[config.mk]
export PLATFORM = sky130hd
export DESIGN_NAME = rgb_to_hsv
export DESIGN_NICKNAME = d
export VERILOG_FILES = /design/src/rtl/core/rth_pkg.sv /design/src/rtl/core/rth_div.sv /design/src/rtl/core/rgb_to_hsv.sv
export SDC_FILE = /design/constraint.sdc
export NUM_CORES = 2
export LEC_CHECK = 0
export BUFFER_PORTS_ARGS = -buffer_cell sky130_fd_sc_hd__buf_2
export CAP_MARGIN = 20
export CORE_MARGIN = 8
export CORE_UTILIZATION = 55
export DETAILED_ROUTE_END_ITERATION = 8
export HOLD_SLACK_MARGIN = 0.03
export PLACE_DENSITY = 0.79
export SYNTH_ARGS = -nofsm -noshare
export SYNTH_HDL_FRONTEND = slang
export SYNTH_SLANG_ARGS = --single-unit
[constraint.sdc]
create_clock -name clk_i -period 40 [get_ports clk_i]
set_input_delay 2 -clock clk_i [delete_from_list [all_inputs] [get_ports clk_i]]
set_output_delay 2 -clock clk_i [all_outputs]
set_load 0.01 [all_outputs]
[src/rtl/core/rth_pkg.sv]
// Shared types and constants for the RGB to HSV converter.
package rth_pkg;

  // Register stages ahead of the divider pipelines (sort, then numerators).
  localparam int unsigned PreStages = 2;

  // Sector of the largest component, with green winning ties, then blue.
  typedef enum logic [1:0] {
    SecRed   = 2'd0,
    SecGreen = 2'd1,
    SecBlue  = 2'd2
  } sector_e;

endpackage

[src/rtl/core/rth_div.sv]
// Pipelined restoring divider: one quotient bit per register stage.
module rth_div #(
  parameter int unsigned DW = 8,   // numerator and denominator width
  parameter int unsigned QW = 17   // quotient bits, one per stage
) (
  input  logic          clk_i,
  input  logic          en_i,      // advance all stages
  input  logic [DW-1:0] num_i,     // must satisfy num <= den
  input  logic [DW-1:0] den_i,
  output logic [QW-1:0] quo_o      // floor(num * 2^(QW-1) / den)
);

  // Partial remainders and divisors travel with the partial quotient
  logic [DW-1:0] rem_q [QW-1];
  logic [DW-1:0] den_q [QW-1];
  logic [QW-1:0] quo_q [QW];

  for (genvar k = 0; k < QW; k++) begin : g_stage
    logic [DW:0]   trial;
    logic [DW-1:0] diff;
    logic [DW-1:0] den_src;
    logic [QW-1:0] quo_src;
    logic          ge;

    // First stage compares the numerator as is, later ones shift in a zero
    if (k == 0) begin : g_first
      assign trial   = {1'b0, num_i};
      assign den_src = den_i;
      assign quo_src = '0;
    end else begin : g_next
      assign trial   = {rem_q[k-1], 1'b0};
      assign den_src = den_q[k-1];
      assign quo_src = quo_q[k-1];
    end

    // Difference only matters when trial >= den, and then it is below den
    assign diff = trial[DW-1:0] - den_src;
    assign ge   = (trial >= {1'b0, den_src});

    // Quotient bit in at the bottom
    always_ff @(posedge clk_i) begin
      if (en_i) begin
        quo_q[k] <= {quo_src[QW-2:0], ge};
      end
    end

    // Remainder stays below the divisor, so DW bits hold it
    if (k < QW - 1) begin : g_rem
      always_ff @(posedge clk_i) begin
        if (en_i) begin
          rem_q[k] <= ge ? diff : trial[DW-1:0];
          den_q[k] <= den_src;
        end
      end
    end
  end

  assign quo_o = quo_q[QW-1];

endmodule

[src/rtl/core/rgb_to_hsv.sv]
// RGB to HSV converter: sort stage, numerator stage, two bit-per-stage dividers.
// Throughput: one pixel per clock unless the output stalls; the depth is set by the
// two dividers, which retire one quotient bit per stage over FRACTION_BITS + 1 stages.
// The whole pipeline holds while an output beat waits for tready.
// Reset (rst_ni low, asynchronous) clears the valid bits; the data path is not reset.
module rgb_to_hsv #(
  parameter int unsigned COMPONENT_BITS = 8,
  parameter int unsigned FRACTION_BITS  = 16,
  localparam int unsigned InW  = ((3 * COMPONENT_BITS + 7) / 8) * 8,
  localparam int unsigned OutW = ((2 * FRACTION_BITS + 1 + COMPONENT_BITS + 7) / 8) * 8
) (
  input  logic            clk_i,
  input  logic            rst_ni,
  // slave side
  input  logic            s_axis_tvalid,
  output logic            s_axis_tready,
  input  logic [InW-1:0]  s_axis_tdata,   // red, green, blue (lowest bits first)
  // master side
  output logic            m_axis_tvalid,
  input  logic            m_axis_tready,
  output logic [OutW-1:0] m_axis_tdata    // hue, saturation, value (lowest bits first)
);

  import rth_pkg::*;

  localparam int unsigned C   = COMPONENT_BITS;
  localparam int unsigned F   = FRACTION_BITS;
  localparam int unsigned QW  = F + 1;
  localparam int unsigned HW  = C + 3;
  localparam int unsigned NSt = PreStages + QW;

  logic           adv;
  logic [NSt-1:0] v_q;

  logic [C-1:0] in_red, in_green, in_blue;

  // Whole pipeline moves unless a finished beat is held at the output
  assign adv           = ~v_q[NSt-1] | m_axis_tready;
  assign s_axis_tready = adv;

  // Valid bits
  always_ff @(posedge clk_i or negedge rst_ni) begin
    if (!rst_ni) begin
      v_q <= '0;
    end else if (adv) begin
      v_q <= {v_q[NSt-2:0], s_axis_tvalid};
    end
  end

  assign in_red   = s_axis_tdata[C-1:0];
  assign in_green = s_axis_tdata[2*C-1:C];
  assign in_blue  = s_axis_tdata[3*C-1:2*C];

  // Stage A: largest, smallest and sector
  logic [C-1:0] a_red_q, a_green_q, a_blue_q, a_max_q, a_min_q;
  sector_e      a_sec_q;
  logic [C-1:0] a_max_d, a_min_d;
  sector_e      a_sec_d;

  always_comb begin
    if (in_green >= in_red && in_green >= in_blue) begin
      a_sec_d = SecGreen;
      a_max_d = in_green;
    end else if (in_blue >= in_red) begin
      a_sec_d = SecBlue;
      a_max_d = in_blue;
    end else begin
      a_sec_d = SecRed;
      a_max_d = in_red;
    end
    a_min_d = in_red;
    if (in_green < a_min_d) a_min_d = in_green;
    if (in_blue < a_min_d) a_min_d = in_blue;
  end

  always_ff @(posedge clk_i) begin
    if (adv) begin
      a_red_q   <= in_red;
      a_green_q <= in_green;
      a_blue_q  <= in_blue;
      a_max_q   <= a_max_d;
      a_min_q   <= a_min_d;
      a_sec_q   <= a_sec_d;
    end
  end

  // Stage B: delta, hue numerator and denominator 6*delta
  logic [C-1:0]  b_delta_q, b_max_q;
  logic [HW-1:0] b_num_q, b_den_q;
  logic          b_zero_q;
  logic [C-1:0]  b_delta_d;
  logic [HW-1:0] d3, b_den_d, b_num_d, r3, g3, bl3;

  assign b_delta_d = a_max_q - a_min_q;
  assign d3        = HW'(b_delta_d);
  assign b_den_d   = (d3 << 2) + (d3 << 1);
  assign r3        = HW'(a_red_q);
  assign g3        = HW'(a_green_q);
  assign bl3       = HW'(a_blue_q);

  // Modular sums; the true result is in [0, 6*delta) whenever delta is nonzero
  always_comb begin
    case (a_sec_q)
      SecGreen: b_num_d = (d3 << 1) + bl3 - r3;
      SecBlue:  b_num_d = (d3 << 2) + r3 - g3;
      SecRed:   b_num_d = (a_green_q >= a_blue_q) ? (g3 - bl3) : (b_den_d + g3 - bl3);
      default:  b_num_d = '0;
    endcase
  end

  always_ff @(posedge clk_i) begin
    if (adv) begin
      b_delta_q <= b_delta_d;
      b_max_q   <= a_max_q;
      b_num_q   <= b_num_d;
      b_den_q   <= b_den_d;
      b_zero_q  <= (b_delta_d == '0);
    end
  end

  // Dividers
  logic [QW-1:0] hue_quo, sat_quo;

  rth_div #(.DW(HW), .QW(QW)) u_hue_div (
    .clk_i (clk_i),
    .en_i  (adv),
    .num_i (b_num_q),
    .den_i (b_den_q),
    .quo_o (hue_quo)
  );

  rth_div #(.DW(C), .QW(QW)) u_sat_div (
    .clk_i (clk_i),
    .en_i  (adv),
    .num_i (b_delta_q),
    .den_i (b_max_q),
    .quo_o (sat_quo)
  );

  // Value and grey flag ride alongside the dividers
  logic [C-1:0] p_max_q  [QW];
  logic         p_zero_q [QW];

  always_ff @(posedge clk_i) begin
    if (adv) begin
      p_max_q[0]  <= b_max_q;
      p_zero_q[0] <= b_zero_q;
      for (int unsigned i = 1; i < QW; i++) begin
        p_max_q[i]  <= p_max_q[i-1];
        p_zero_q[i] <= p_zero_q[i-1];
      end
    end
  end

  // Output beat; grey and black pixels force hue and saturation to zero
  logic [F-1:0] out_hue;
  logic [F:0]   out_sat;
  logic [C-1:0] out_val;

  assign out_hue       = p_zero_q[QW-1] ? '0 : hue_quo[F-1:0];
  assign out_sat       = p_zero_q[QW-1] ? '0 : sat_quo;
  assign out_val       = p_max_q[QW-1];
  assign m_axis_tvalid = v_q[NSt-1];
  assign m_axis_tdata  = OutW'({out_val, out_sat, out_hue});

  // Saturation never exceeds full scale
  assert property (@(posedge clk_i) disable iff (!rst_ni)
    m_axis_tvalid |-> out_sat <= (QW'(1) << F))
    else $error("saturation above full scale");

  // A saturated color cannot come from a black pixel
  assert property (@(posedge clk_i) disable iff (!rst_ni)
    m_axis_tvalid && (out_sat != '0) |-> (out_val != '0))
    else $error("nonzero saturation with zero value");

  // An accepted beat enters the first stage
  assert property (@(posedge clk_i) disable iff (!rst_ni)
    s_axis_tvalid && s_axis_tready |=> v_q[0])
    else $error("accepted beat lost at pipeline entry");

  // Hue quotient stays within one turn
  assert property (@(posedge clk_i) disable iff (!rst_ni)
    m_axis_tvalid && !p_zero_q[QW-1] |-> !hue_quo[F])
    else $error("hue quotient overflow");

endmodule

==> metrics.yaml <==
outcome:
  status: "finished, final reports clean"
floorplanning:
  io_pins: 78
  fp.coreArea_sq_um: 89900
  die_w_um: 317
  num_rows: 110
  initial_core_util_pct: 55.3
  die-area_sq_um: 100000
  die_y_um: 317
route:
  initialDrtViolationCount: 1753
  drc: 0
  drt_wl_total_mm: 83.4
  wl_per_cell_um: 16.1
  antenna_left: 0
  dr.pass1.iters: 5
  vias_per_cell: 5.40
  vias: 28045
timing:
  worstMarginPinSlew_ns: 1.11
  setup_viol: 0
  min_period_ns: 5.39
  rsz0062_at_grt: "false"
  hold_violations: 0
  slew_headroom_pct: 25.7
  skew_ns: 0.0515
  slew_viol_final: 0
  period_share_pct: 13.5
  fmax_ghz: 0.185
  worst_slack_ns: 34.61
  tns_ns: 0
clocking:
  clk_latency_ns: 0.66
  clock-sinks: 989
  h-tree-depth: 3
  ctsHoldBuffers: 0
  clockBufferDepth: 3
  numCtsBuffers: 99
  post_cts_resized: 0
  cts-root-buf: "clkbuf_16"
  postCtsSetupRepairBufs: 0
  cts_tree: "built"
  clk_pin_slew_worst_paths_ns: 0.06
run:
  drv_cap: 0
finish:
  fin_nets: 4415
  final_cells: 5196
  areaGrowthSynthToFinish_pct: 10.2
  drive_gt1_share_pct: 8.98
  diodes: 0
  fin_area_sq_um: 54800
global_routing:
  antenna_found_initial: 0
  overflow: 0
  grt_pass1_vias: 29063
  grt_max_degree: 189
  grt_use_total_pct: 16.6
  grt_pass1_wl_mm: 138
synthesis:
  synthMostInstantiatedCell: "edfxtp_1"
  synthTopCellsByCount: "edfxtp_1 (970), inv_1 (511), ha_1 (391), nor2_1 (222), a21oi_1 (183)"
  synth_compound_area_share_pct: 8.11
  ys_seq_area_share_pct: 59.5
  synth.top_cells.by_area: "edfxtp_1 (59%), ha_1 (9.8%), inv_1 (3.9%)"
  synth_mux_area_share_pct: 4.37
  syn-cell-area_sq_um: 49700
  synth_top_area_cell: "edfxtp_1"
  synth_top_area_share_pct: 58.6
  synth-edff-count: 970
  synthCells: 3799
  synthSimpleGateAreaFrac_pct: 7.56
  yosysWarnings: 0
  ys_ff_latch: 989
  synthAdderAreaFrac_pct: 12.2
  synth_top_family_by_area: "adder cells"
  syn-mean-instance-area_sq_um: 13.1
  synth-xor-area-share_pct: 3.75
  synth-main-ff-cell: "edfxtp_1"
  yosysUniqueCellTypes: 79
  ys_async_sr_fraction_pct: 1.92
min_path:
  worst_hold_path_type: "reg2reg"
  hold_start: "u_hue_div.quo_q[0][120]"
worst_setup_path:
  startpoint: "a_max_q[0]"
  criticalPathCategory: "reg2reg"
  crit_chain: "inv_1, ha_1, fa_1, nand2b_1, a21oi_1, nor2_1, nor2_1, inv_1, ha_1, nand2_1, o21ai_0, nor3_1, a21oi_1, xnor2_1, fa_1, inv_1, ha_1, or3_1, o21ai_0, a21oi_1, xor2_1, a21oi_1, o221ai_1"
  slowest_stage: "fa_1"
  critPathArrivalTime_ns: 5.73
  cp_max_fo: 6
  cp.required_ns: 40.34
  r2r_start: "a_max_q[0]"
  crit_path_start_kind: "flop"
  slowest_delay_ns: 0.51
  cpMostUsedCell: "a21oi_1"
  endpoint_kind: "flop"
place:
  dp.cells: 5007
  postPlaceCellArea_sq_um: 51400
  dpl.hpwl_mm: 59.1
  port_buffers: 70
  gp_congestion: 0.856
  pre_cts_slack_ns: 33.93
-- worst paths after layout --
path | slack, ns | cells after the start | endpoint
worst min register to register | 0.38 | 0 | u_hue_div.quo_q[0][138]
worst min-delay path | 0.38 | 0 | u_hue_div.quo_q[0][138]
min in group asynchronous | 1.27 | 1 | v_q[5]
worst max register to register | 34.61 | 23 | b_num_q[9]
worst max-delay path | 34.61 | 23 | b_num_q[9]
max in group asynchronous | 38.43 | 1 | v_q[0]
-- state kept, by name, summed over array words and instances, names as in the netlist --
register and flops:
a_blue_q 8, a_green_q 8, a_max_q 8, a_min_q 8, a_red_q 8, a_sec_q 2, b_delta_q 8, b_den_q 9
b_max_q 8, b_num_q 11, b_zero_q 1, p_max_q 136, p_zero_q 17, u_hue_div.den_q 160, u_hue_div.quo_q 136, u_hue_div.rem_q 161
u_sat_div.quo_q 153, u_sat_div.rem_q 128, v_q 19
-- worst max-delay path: cells and delay by family, from the launching register on --
| kind | cells | cell delay [ns] |
|---|---|---|
| AND/OR/NAND/NOR | 6 | 1.19 |
| flip-flops | 1 | 0.34 |
| buffers and inverters | 3 | 0.20 |
| adder cells (fa/ha/maj) | 5 | 1.88 |
| AO/OA/AOI/OAI | 7 | 1.15 |
| XOR/XNOR | 2 | 0.29 |
-- layer usage --
layer  up-vias  wire, um  GRT usage, %
li1      13870         -             -
met1     13557     33300          18.4
met2       451     44900          32.2
met3       167      2540          2.21
met4         0      2620          6.09
met5         -         0             0
-- metrics by stage --
step | hold WS [ns] | util, %
CTS | 0.384 | 60.9
global route | 0.393 | 60.9
finish | 0.382 | 60.9
floorplan | 0.400 | -
global placement | 0.400 | 57.2
detailed placement | 0.405 | 57.2
-- cell type report --
cell class                      count  area, sq um
Fill cell                        6675        35100
Inverter                          516         1940
Tap cell                         1176         1470
Timing Repair Buffer               89          518
Clock buffer                      120         2650
Sequential cell                   989        29600
Clock inverter                     63          681
Multi-Input combinational cell   2243        17900
-- logic make-up (layout without fill, tap and decap cells) --
| kind of cell | Yosys count | in the layout |
|---|---|---|
| other | 1 | 7 |
| DFF | 989 | 989 |
| muxes | 193 | 193 |
| buffers and inverters | 573 | 788 |
| and+or+nand+nor | 742 | 742 |
| adders and majority gates | 449 | 449 |
| AOI/OAI and AO/OA | 644 | 644 |
| xor gates and xnor gates | 208 | 208 |
-- cell usage in the layout, fill, tap and decap left out, types with 17 or more instances in the layout --
cell type and n:
a211oi_1 39, a21boi_0 39, a21o_1 88, a21oi_1 183, and2_1 25, buf_2 70, buf_4 17, clkbuf_16 103
clkinv_1 22, clkinv_2 19, dfrtp_1 19, edfxtp_1 970, fa_1 58, ha_1 391, inv_1 511, mux2_1 58
mux2_2 78, mux2i_1 43, nand2_1 107, nand2b_1 71, nand3_1 34, nand4_1 42, nor2_1 222, nor2b_1 125
nor3_1 58, o21ai_0 143, o21ai_1 47, xnor2_1 148, xor2_1 57
Power is left out: the tool's default activity adds up to more than one toggle a clock period on the data nets, which glitch-free logic cannot reach.
